$ cat config.mk
export PLATFORM = sky130hd
export DESIGN_NAME = bldc_six_step_commutator
export DESIGN_NICKNAME = d
export VERILOG_FILES = /design/src/hw/rtl/bldc_pkg.sv /design/src/hw/rtl/bldc_state.sv /design/src/hw/rtl/bldc_out_fifo.sv /design/src/hw/rtl/bldc_six_step_commutator.sv
export SDC_FILE = /design/constraint.sdc
export NUM_CORES = 1
export LEC_CHECK = 0
export BUFFER_PORTS_ARGS = -buffer_cell sky130_fd_sc_hd__buf_2
export CAP_MARGIN = 0
export CORE_ASPECT_RATIO = 1.25
export CORE_MARGIN = 4
export CORE_UTILIZATION = 30
export CTS_BUF_LIST = sky130_fd_sc_hd__clkbuf_16
export DETAILED_ROUTE_END_ITERATION = 16
export GPL_TIMING_DRIVEN = 0
export HOLD_SLACK_MARGIN = 0.15
export PLACE_DENSITY_LB_ADDON = 0.2
export SLEW_MARGIN = 5
export SYNTH_ARGS = -nofsm -noshare
export SYNTH_HDL_FRONTEND = slang
export SYNTH_SLANG_ARGS = --single-unit
$ cat constraint.sdc
create_clock -name aclk -period 3.5 [get_ports aclk]
set_clock_uncertainty 0.15 [all_clocks]
set_input_delay 0 -clock aclk [delete_from_list [all_inputs] [get_ports aclk]]
set_output_delay 0 -clock aclk [all_outputs]
set_load 0.1 [all_outputs]
$ cat src/hw/rtl/bldc_pkg.sv
// ----------------------------------------------------------------------------
// bldc_pkg
// Shared types, codes and the commutation table of the six-step commutator.
// ----------------------------------------------------------------------------
`default_nettype none

package bldc_pkg;

    // Tick counter width and the compare width against step_time.
    localparam int TICK_BITS    = 16;
    localparam int STEP_BITS    = 16;
    localparam int CMP_BITS     = (TICK_BITS > STEP_BITS) ? TICK_BITS : STEP_BITS;
    localparam int CFG_IDX_BITS = 1;

    // Run states.
    localparam logic [1:0] RS_STOP   = 2'd0;
    localparam logic [1:0] RS_SINGLE = 2'd1;
    localparam logic [1:0] RS_CONT   = 2'd2;

    // Item kinds (tuser).
    localparam logic MODE_TICK = 1'b0;
    localparam logic MODE_CMD  = 1'b1;

    // Register indexes.
    localparam logic [CFG_IDX_BITS-1:0] REG_DIRECTION = 1'd0;
    localparam logic [CFG_IDX_BITS-1:0] REG_STEP_TIME = 1'd1;

    localparam logic [STEP_BITS-1:0] STEP_TIME_RESET = 16'd50;
    localparam logic [2:0]           LAST_SECTOR     = 3'd5;

    typedef struct packed {
        logic                 direction;
        logic [STEP_BITS-1:0] step_time;
    } bldc_cfg_t;

    // Result item, packed in tdata order from the top down.
    typedef struct packed {
        logic [1:0] run_state;
        logic [2:0] sector;
        logic [5:0] gate_enables;
    } bldc_result_t;

    // bit0 U+, bit1 U-, bit2 V+, bit3 V-, bit4 W+, bit5 W-
    function automatic logic [5:0] gate_row(input logic [2:0] sector);
        logic [5:0] row;
        unique case (sector)
            3'd0:    row = 6'h09;
            3'd1:    row = 6'h21;
            3'd2:    row = 6'h24;
            3'd3:    row = 6'h06;
            3'd4:    row = 6'h12;
            3'd5:    row = 6'h18;
            default: row = 6'h00;
        endcase
        return row;
    endfunction

endpackage

`default_nettype wire

$ cat src/hw/rtl/bldc_state.sv
// ----------------------------------------------------------------------------
// bldc_step_core
// Run state, sector and tick counter; one item is applied per accepted cycle.
// ----------------------------------------------------------------------------
`default_nettype none

module bldc_step_core (
    input  wire logic                   aclk,
    input  wire logic                   aresetn,
    input  wire logic                   in_fire,
    input  wire logic                   in_mode,
    input  wire logic [1:0]             in_req,
    input  wire bldc_pkg::bldc_cfg_t    cfg,
    output bldc_pkg::bldc_result_t      result
);

    logic [1:0]                     run_reg, run_next;
    logic [2:0]                     sector_reg, sector_next;
    logic [bldc_pkg::TICK_BITS-1:0] tick_reg, tick_next;
    logic                           gates_reg, gates_next;

    logic [2:0]                     sector_adv;
    logic [bldc_pkg::TICK_BITS-1:0] tick_inc;
    logic                           tick_done;

    // Neighbor sector, wrapping mod 6.
    always_comb begin
        if (cfg.direction == 1'b0) begin
            sector_adv = (sector_reg == bldc_pkg::LAST_SECTOR) ? 3'd0 : sector_reg + 3'd1;
        end else begin
            sector_adv = (sector_reg == 3'd0) ? bldc_pkg::LAST_SECTOR : sector_reg - 3'd1;
        end
    end

    assign tick_inc  = tick_reg + 1'b1;
    assign tick_done = bldc_pkg::CMP_BITS'(tick_inc) >= bldc_pkg::CMP_BITS'(cfg.step_time);

    always_comb begin
        run_next    = run_reg;
        sector_next = sector_reg;
        tick_next   = tick_reg;
        gates_next  = gates_reg;
        if (in_mode == bldc_pkg::MODE_CMD) begin
            if (in_req == bldc_pkg::RS_SINGLE || in_req == bldc_pkg::RS_CONT) begin
                run_next = in_req;
            end else begin
                run_next   = bldc_pkg::RS_STOP;
                gates_next = 1'b0;
            end
        end else begin
            unique case (run_reg)
                bldc_pkg::RS_SINGLE: begin
                    if (tick_reg == '0) begin
                        sector_next = sector_adv;
                        gates_next  = 1'b1;
                    end
                    tick_next = tick_inc;
                    if (tick_done) begin
                        tick_next  = '0;
                        gates_next = 1'b0;
                        run_next   = bldc_pkg::RS_STOP;
                    end
                end
                bldc_pkg::RS_CONT: begin
                    tick_next = tick_inc;
                    if (tick_done) begin
                        tick_next   = '0;
                        sector_next = sector_adv;
                        gates_next  = 1'b1;
                    end
                end
                default: begin
                    run_next   = bldc_pkg::RS_STOP;
                    gates_next = 1'b0;
                end
            endcase
        end
    end

    always_ff @(posedge aclk) begin
        if (!aresetn) begin
            run_reg    <= bldc_pkg::RS_STOP;
            sector_reg <= 3'd0;
            tick_reg   <= '0;
            gates_reg  <= 1'b0;
        end else if (in_fire) begin
            run_reg    <= run_next;
            sector_reg <= sector_next;
            tick_reg   <= tick_next;
            gates_reg  <= gates_next;
        end
    end

    // Result reflects the state after this item.
    assign result.run_state    = run_next;
    assign result.sector       = sector_next;
    assign result.gate_enables = gates_next ? bldc_pkg::gate_row(sector_next) : 6'h00;

    a_sector_range: assert property (@(posedge aclk) disable iff (!aresetn)
        sector_reg <= bldc_pkg::LAST_SECTOR)
        else $error("sector out of range");

    a_stop_gates_off: assert property (@(posedge aclk) disable iff (!aresetn)
        (run_reg == bldc_pkg::RS_STOP) |-> !gates_reg)
        else $error("gates active while stopped");

    a_stop_cmd: assert property (@(posedge aclk) disable iff (!aresetn)
        (in_fire && in_mode == bldc_pkg::MODE_CMD && in_req == bldc_pkg::RS_STOP)
        |=> (run_reg == bldc_pkg::RS_STOP && !gates_reg))
        else $error("stop command not applied");

endmodule

`default_nettype wire

$ cat src/hw/rtl/bldc_out_fifo.sv
// ----------------------------------------------------------------------------
// bldc_out_fifo
// Two-entry result buffer; decouples the input side from output stalls.
// ----------------------------------------------------------------------------
`default_nettype none

module bldc_out_fifo (
    input  wire logic                   aclk,
    input  wire logic                   aresetn,
    input  wire logic                   push,
    input  wire bldc_pkg::bldc_result_t push_data,
    output logic                        full,
    output logic                        out_valid,
    input  wire logic                   out_ready,
    output bldc_pkg::bldc_result_t      out_data
);

    bldc_pkg::bldc_result_t mem_reg [2];
    logic       wr_ptr_reg;
    logic       rd_ptr_reg;
    logic [1:0] count_reg, count_next;
    logic       pop;

    assign out_valid = (count_reg != 2'd0);
    assign full      = (count_reg == 2'd2);
    assign pop       = out_valid && out_ready;
    assign out_data  = mem_reg[rd_ptr_reg];

    always_comb begin
        count_next = count_reg;
        if (push && !pop) begin
            count_next = count_reg + 2'd1;
        end else if (pop && !push) begin
            count_next = count_reg - 2'd1;
        end
    end

    always_ff @(posedge aclk) begin
        if (push) begin
            mem_reg[wr_ptr_reg] <= push_data;
        end
    end

    always_ff @(posedge aclk) begin
        if (!aresetn) begin
            wr_ptr_reg <= 1'b0;
            rd_ptr_reg <= 1'b0;
            count_reg  <= 2'd0;
        end else begin
            if (push) begin
                wr_ptr_reg <= ~wr_ptr_reg;
            end
            if (pop) begin
                rd_ptr_reg <= ~rd_ptr_reg;
            end
            count_reg <= count_next;
        end
    end

    a_count_range: assert property (@(posedge aclk) disable iff (!aresetn)
        count_reg <= 2'd2)
        else $error("fifo count overflow");

    a_no_push_full: assert property (@(posedge aclk) disable iff (!aresetn)
        full |-> !push)
        else $error("push into full fifo");

    a_ptr_count: assert property (@(posedge aclk) disable iff (!aresetn)
        (count_reg == 2'd1) == (wr_ptr_reg != rd_ptr_reg))
        else $error("fifo pointers disagree with count");

endmodule

`default_nettype wire

$ cat src/hw/rtl/bldc_six_step_commutator.sv
// ----------------------------------------------------------------------------
// bldc_six_step_commutator
// Open-loop six-step BLDC commutator with stream input and output.
// ----------------------------------------------------------------------------
// Each input item is either a timer tick (tuser = 0) or a run-state command
// (tuser = 1, tdata[1:0] = 0 stop, 1 single step, 2 continuous; 3 acts as
// stop). Every item yields exactly one result item carrying the gate enables,
// the sector and the run state after that item. Items are taken at one per
// clock: the state update is a counter compare and a mod-6 sector step done
// in the cycle the item is accepted, and the result lands in a two-entry
// output buffer, so the input stays ready while one result waits downstream
// and stalls only when two results are pending. m_tvalid rises in the cycle
// after acceptance. Registers (write only when idle): index 0 is
// direction (0 forward, 1 reverse), index 1 is step_time (ticks per step, or
// the single-step hold, reset 50). Commands never clear the tick count.
// ----------------------------------------------------------------------------
`default_nettype none

module bldc_six_step_commutator (
    input  wire logic                                aclk,
    input  wire logic                                aresetn,

    // Input items
    input  wire logic                                s_tvalid,
    output logic                                     s_tready,
    input  wire logic [7:0]                          s_tdata,   // [1:0] new_run_state
    input  wire logic [0:0]                          s_tuser,   // [0] mode

    // Result items
    output logic                                     m_tvalid,
    input  wire logic                                m_tready,
    output logic [15:0]                              m_tdata,   // [5:0] gate_enables,
                                                                // [8:6] sector,
                                                                // [10:9] run_state

    // Configuration writes
    input  wire logic                                cfg_valid,
    output logic                                     cfg_ready,
    input  wire logic [bldc_pkg::CFG_IDX_BITS-1:0]   cfg_index,
    input  wire logic [bldc_pkg::STEP_BITS-1:0]      cfg_data
);

    bldc_pkg::bldc_cfg_t    cfg_reg;
    bldc_pkg::bldc_result_t step_result;
    bldc_pkg::bldc_result_t out_result;
    logic                   fifo_full;
    logic                   in_fire;

    // Register writes are always accepted.
    assign cfg_ready = 1'b1;

    always_ff @(posedge aclk) begin
        if (!aresetn) begin
            cfg_reg.direction <= 1'b0;
            cfg_reg.step_time <= bldc_pkg::STEP_TIME_RESET;
        end else if (cfg_valid) begin
            unique case (cfg_index)
                bldc_pkg::REG_DIRECTION: cfg_reg.direction <= cfg_data[0];
                bldc_pkg::REG_STEP_TIME: cfg_reg.step_time <= cfg_data;
                default: ;
            endcase
        end
    end

    // Accept whenever the result buffer has room.
    assign s_tready = !fifo_full;
    assign in_fire  = s_tvalid && s_tready;

    bldc_step_core u_state (
        .aclk    (aclk),
        .aresetn (aresetn),
        .in_fire (in_fire),
        .in_mode (s_tuser[0]),
        .in_req  (s_tdata[1:0]),
        .cfg     (cfg_reg),
        .result  (step_result)
    );

    bldc_out_fifo u_out (
        .aclk      (aclk),
        .aresetn   (aresetn),
        .push      (in_fire),
        .push_data (step_result),
        .full      (fifo_full),
        .out_valid (m_tvalid),
        .out_ready (m_tready),
        .out_data  (out_result)
    );

    assign m_tdata = {5'd0, out_result};

    // A stall on the output must not drop or duplicate: m_tdata holds while
    // the downstream side waits.
    a_out_hold: assert property (@(posedge aclk) disable iff (!aresetn)
        (m_tvalid && !m_tready) |=> (m_tvalid && $stable(m_tdata)))
        else $error("result changed while stalled");

    a_ready_when_room: assert property (@(posedge aclk) disable iff (!aresetn)
        !m_tvalid |-> s_tready)
        else $error("input stalled with empty output");

    a_result_after_accept: assert property (@(posedge aclk) disable iff (!aresetn)
        in_fire |=> m_tvalid)
        else $error("accepted item produced no result");

endmodule

`default_nettype wire
# Yosys cells after proc, flatten, opt, wreduce, memory -nomap -nowiden
# Memory sizes are Yosys's and may differ from the RTL's. A register that Yosys moved wholly into a read port is not among the register bits.
# Index checks and enable logic that the tools add are counted.
dict set report word_totals {
  mem_bits_rw 22
  output_inout_bits 19
  input_bits 31
  register_bits 43
  memories 1
  wordCells 74
}
# memory depth word_bits rd rd_ports_with_merged_regs wr line
set memory_table {}
lappend memory_table {u_out.mem_reg 2 11 1 1 1 bldc_out_fifo.sv:18} ;# bldc_pkg::bldc_result_t mem_reg [2];
dict set report classes {
  muxes 26
  n_bitwise 4
  add_sub_neg 5
  reduce_logical 17
  n_eq_ne 11
  magnitude_cmp 1
}
# operator count
set op_table {}
lappend op_table {{one-hot mux 6 bit (6 select lines)} 1}
lappend op_table {{2-to-1 mux 3 bit} 6}
lappend op_table {{adder 16 x 1 -> 16 bit (second input constant)} 1}
lappend op_table {{>= comparator 16 bit} 1}
lappend op_table {{zero test 16 bit} 1}
lappend op_table {{2-to-1 mux 16 bit} 1}
lappend op_table {{2-to-1 mux 2 bit} 5}
lappend op_table {{equality test 3 bit (second input constant)} 3}
lappend op_table {{2-to-1 mux 1 bit} 9}
lappend op_table {{equality test 2 bit (second input constant)} 3}
lappend op_table {{equality test 3 x 2 -> 1 bit (second input constant)} 2}
lappend op_table {{zero test 3 bit} 2}
lappend op_table {{2-to-1 mux 6 bit} 1}
lappend op_table {{one-hot mux 3 bit (2 select lines)} 1}
lappend op_table {{equality test 2 x 1 -> 1 bit (second input constant)} 2}
lappend op_table {{logical AND 1 bit} 4}
lappend op_table {{inverter 1 bit} 4}
lappend op_table {{one-hot mux 2 bit (2 select lines)} 1}
lappend op_table {{AND reduction 2 bit} 2}
lappend op_table {{nonzero test 2 bit} 2}
lappend op_table {{adder 3 x 1 -> 3 bit (second input constant)} 1}
lappend op_table {{equality test 3 x 1 -> 1 bit (second input constant)} 1}
lappend op_table {{zero test 1 bit} 3}
lappend op_table {{AND reduction 3 bit} 1}
lappend op_table {{other kinds (6)} 6}

# Logic depth before layout (Yosys ltp)
dict set report logic_depth {
  ltp_word 9
  depth_mapped 16
  depth_no_buf 15
}

# Hierarchy
# From an unflattened synthesis, not the netlist that was laid out.
dict set report hier_totals {
  hier_cells 429
  hier_area_um2 3955.0
}
# mod instances seq_area_each_um2 area_each_um2 cells_each
set modules_own_cells {}
lappend modules_own_cells {bldc_step_core 1 440.4 2163.3 285}
lappend modules_own_cells {bldc_out_fifo 1 760.7 1009.7 56}
lappend modules_own_cells {bldc_six_step_commutator 1 340.3 782.0 88}

# Worst setup path before layout
# OpenSTA, ideal clock, no wires.
dict set report synth_path {
  kind {register to register}
  start {register u_state.tick_reg[0] (netlist name)}
  end {memory u_out.mem_reg[0][3] (netlist name) (data pin)}
  n_path_buf 1
  synth_period_minus_slack_ns 3.711
  setup_time_ns 0.257
  stages_incl_launch_ff 16
  setup_slack_ns -0.211
  required_time_ns 3.093
  arrival_ns 3.304
  path_cell_list {dfxtp_1 ha_1 nand3_1 nor2_1 nand3_1 nor2_1 xor2_1 ha_1 nand4_2 nor4_4 a31oi_4 and2_4 buf_6 a311o_4 xnor2_1 nor2_1}
}
# item line
set synth_rtl {}
lappend synth_rtl {{start: declaration} bldc_state.sv:19} ;# logic [bldc_pkg::TICK_BITS-1:0] tick_reg, tick_next;
lappend synth_rtl {{start signal: assignment} bldc_state.sv:89} ;# tick_reg <= tick_next;
lappend synth_rtl {{end: declaration} bldc_out_fifo.sv:18}

==> impl_metrics.csv <==
group,metric,value,unit
critical_path,element_type_at_the_critical_path_start,"register",
timing,final_hold_viol_count,0,
critical_path,timing.critical_path.arrival,3.48,ns
layout,drive_above_1_share,31.0,%
logic_synthesis,synthesis.instances,417,
logic_synthesis,count_of_flip_flops_with_a_built_in_enable_after_synthesis,22,
critical_path,worst_reg2reg_setup_slack,-0.05,ns
grt,number_of_antenna_violations_at_the_first_check_in_global_routing,0,
critical_path,largest_stage_delay_worst_path,0.45,ns
placed_design,io_buffer_count,37,
route,drc_errors,0,
layout,mostFrequentLayoutCell,"sky130_fd_sc_hd__nand2_1",
status,violations,"negative setup slack",
timing,final-max-slew-violation-count,0,
logic_synthesis,flip_flop_and_latch_count_after_synthesis,66,
timing,final.setup.worst_slack,-0.0470,ns
route,drt_first_pass_iters,4,
floorplanning,core_area,12300,um^2
floorplanning,die-height,134,um
logic_synthesis,synth_cell_types,56,
route,detail_route.wl_per_cell,13.6,um
route,route.final.wire_length,9460,um
timing,max-slew-margin-rel,34.7,%
critical_path,timing.setup.critical_path_class,"reg -> reg",
grt,first_global_vias,3227,
grt,global_route.overflow_total,0,
logic_synthesis,synth_async_sr_flop_share,0,%
placed_design,place.gp.congestion,0.843,
timing,grt_setup_unrepaired,"true",
cts,cts_root_buf,"sky130_fd_sc_hd__clkbuf_16",
pwr,vdd_ir_drop_max,390,uV
critical_path,crit-reg2reg-launch,"u_state.tick_reg[3]",
route,postRouteAntennaNets,0,
timing,maxClockFrequency,0.282,GHz
cts,tritoncts.num_buffers,9,
layout,finalNetCount,580,
timing,worst_pin_slew,0.976,ns
floorplanning,die_w,109,um
cts,clkTransAtPathRegs,0.06,ns
grt,grt_first_pass_wirelength,15300,um
layout,antennaDiodeCount,0,
layout,largest_reg_flops,22,
cts,clock_tree_from_tritoncts,"yes",
critical_path,worst_r2r_endpoint,"u_out.mem_reg[0][3]",
logic_synthesis,synth.avg_cell_area,9.16,um^2
cts,cts_max_level,3,
cts,cts_num_sinks,66,
layout,relative_area_change_from_synthesis_to_final_layout,40.9,%
logic_synthesis,synth.yosys.seq_area_share,40.3,%
hold_path,min-delay-start,"cfg_index",
critical_path,path_cells,"nand4_1, nor4_4, nand3_2, nor2_4, xor2_2, ha_4, buf_4, a21oi_2, o21ai_2, a31oi_4, a211oi_1, a311o_4, xnor2_2, nor2_2",
timing,timing.hold.ws,0.186,ns
floorplanning,rows,45,
cts,cts_buffer_depth,2,
run,max_cap_violations,0,
grt,groute.usage.overall,13.3,%
floorplanning,floorplan.die_area,14600,um^2
pwr,total_power_density_per_cell_area,520,nW/um^2
layout,design_area,5380,um^2
critical_path,path_max_fanout,6,
timing,layout_min_cycle_time,3.55,ns
critical_path,worstRegToRegCells,14,
cts,clock_latency_on_the_worst_skew_pair,0.33,ns
timing,setup-violations-final,10,
timing,finalCritPeriodShare,101,%
grt,grt_max_degree,14,
critical_path,timing.critical_path.slowest_stage_cell,"sky130_fd_sc_hd__a311o_4",
placed_design,detailed_place.area,4250,um^2
status,outcome,"finished, violations left",
route,detail_route.vias_per_cell,4.74,
critical_path,critPathCaptureType,"register",
hold_path,min_path_type,"in -> reg",
hold_path,worstHoldPathCells,5,
floorplanning,io_pins,50,
placed_design,dp_hpwl,6480,um
pwr,leakagePower,2.15,nW
layout,layout.cells.most_common_list,"sky130_fd_sc_hd__nand2_1 (62), sky130_fd_sc_hd__buf_2 (37), sky130_fd_sc_hd__dfxtp_1 (35)",
logic_synthesis,synthesis.yosys.warnings,0,
critical_path,worstPathRequired,3.44,ns
logic_synthesis,synth_ff_type,"sky130_fd_sc_hd__dfxtp_1",
route,drtIter0Drc,119,
logic_synthesis,post_synth_instance_area,3820,um^2
route,vias,3283,
hold_path,min_delay_worst_endpoint,"cfg_reg[15]",
floorplanning,start_util,31.0,%
[layer usage]
metal	share of wire [%]	wire length (um)	global-route usage, %
met3	3.4	319	2.26
met1	41	3910	14.9
met5	0	0	0
met4	3.4	321	6.60
met2	52	4910	23.7
[through the flow]
step	setup WS (ns)	TNS [ns]	std cells	power, mW	utilization, %
final	-0.0470	-0.243	693	2.80	43.7
after floorplan	0.0280	0	421	1.59	-
after detailed placement	-0.740	-23.45	622	1.72	34.5
after global placement	-0.723	-22.86	622	1.71	34.5
after global routing	-0.260	-4.85	693	2.93	43.7
after CTS	-0.0790	-0.735	681	2.82	41.4
[cell families (layout without fill, tap and decap cells)]
family          Yosys count  in the layout  share of synthesized area (%)
buf+inv                  51            159                           5.96
flops                    66             66                           40.3
fa+ha+maj                25             25                           8.19
xor+xnor                 19             19                           4.35
other cells               2              6                          0.197
simple gates            155            155                           20.3
mux                      14             14                           4.09
compound gates           85             85                           16.6
[worst max-delay path, delay by kind of cell, from the launching register on]
kind	cells	cell delay (ns)
xor gates and xnor gates	2	0.40
AOI/OAI and AO/OA	5	1.07
and+or+nand+nor	5	0.91
adders and majority gates	1	0.24
buffers and inverters	1	0.14
DFF	1	0.38
[synth_stat cells (all sizes together) (2+ instances only)]
cell type	count	area, um^2
conb	2	7.51
nand3	14	70.1
nor3	6	30.0
nor4	4	46.3
o21a	8	60.1
nand2b	6	37.5
dfxtp	44	881
a22oi	3	22.5
or3	3	18.8
o21ai	13	65.1
clkbuf	11	41.3
xor2	8	70.1
or2	3	18.8
inv	30	113
nand2	66	248
a221oi	2	17.5
a21oi	14	70.1
a211oi	2	15.0
a21boi	25	188
ha	25	313
nand4	5	37.5
mux2	13	146
o211ai	3	22.5
nor2b	8	50.1
xnor2	11	96.3
o22ai	2	12.5
o31ai	2	20.0
buf	10	73.8
edfxtp	22	661
nand3b	4	30.0
and3	5	31.3
a31oi	2	27.5
nor2	20	75.1
and2	7	46.3
[cell type report]
class	count	area [um^2]
tap	164	205
multi-input combinational	304	2350
buffer	20	129
clock buffer	9	225
fill	1213	6950
sequential	66	1560
timing repair buffer	93	676
inverter	30	113
clock inverter	7	124
[power by group]
part,switching [mW],internal [mW],total [mW]
Clock,0.361,0.703,1.06
Combinational,0.627,0.216,0.842
Sequential,0.0316,0.864,0.896
[worst max-delay path by stage]
stage | cells past startpoint | slack (ns) | start | to
after floorplan | 13 | 0.03 | u_state.tick_reg[2] | u_out.mem_reg[0][3]
after global placement | 15 | -0.72 | u_state.tick_reg[0] | u_out.mem_reg[0][1]
after detailed placement | 15 | -0.74 | u_state.tick_reg[0] | u_out.mem_reg[0][1]
after CTS | 14 | -0.08 | u_state.tick_reg[0] | u_out.mem_reg[0][3]
after global routing | 14 | -0.26 | u_state.tick_reg[1] | u_out.mem_reg[0][3]
final | 14 | -0.05 | u_state.tick_reg[3] | u_out.mem_reg[0][3]
[timing repair]
action,CTS,global route
endpoints found under the hold margin,32,0
buffers inserted,16,12
endpoints found under the setup margin,41,41
pin swaps,18,13
gates resized for setup,33,43
hold buffers,28,0
(Power assumes the default switching activity.)
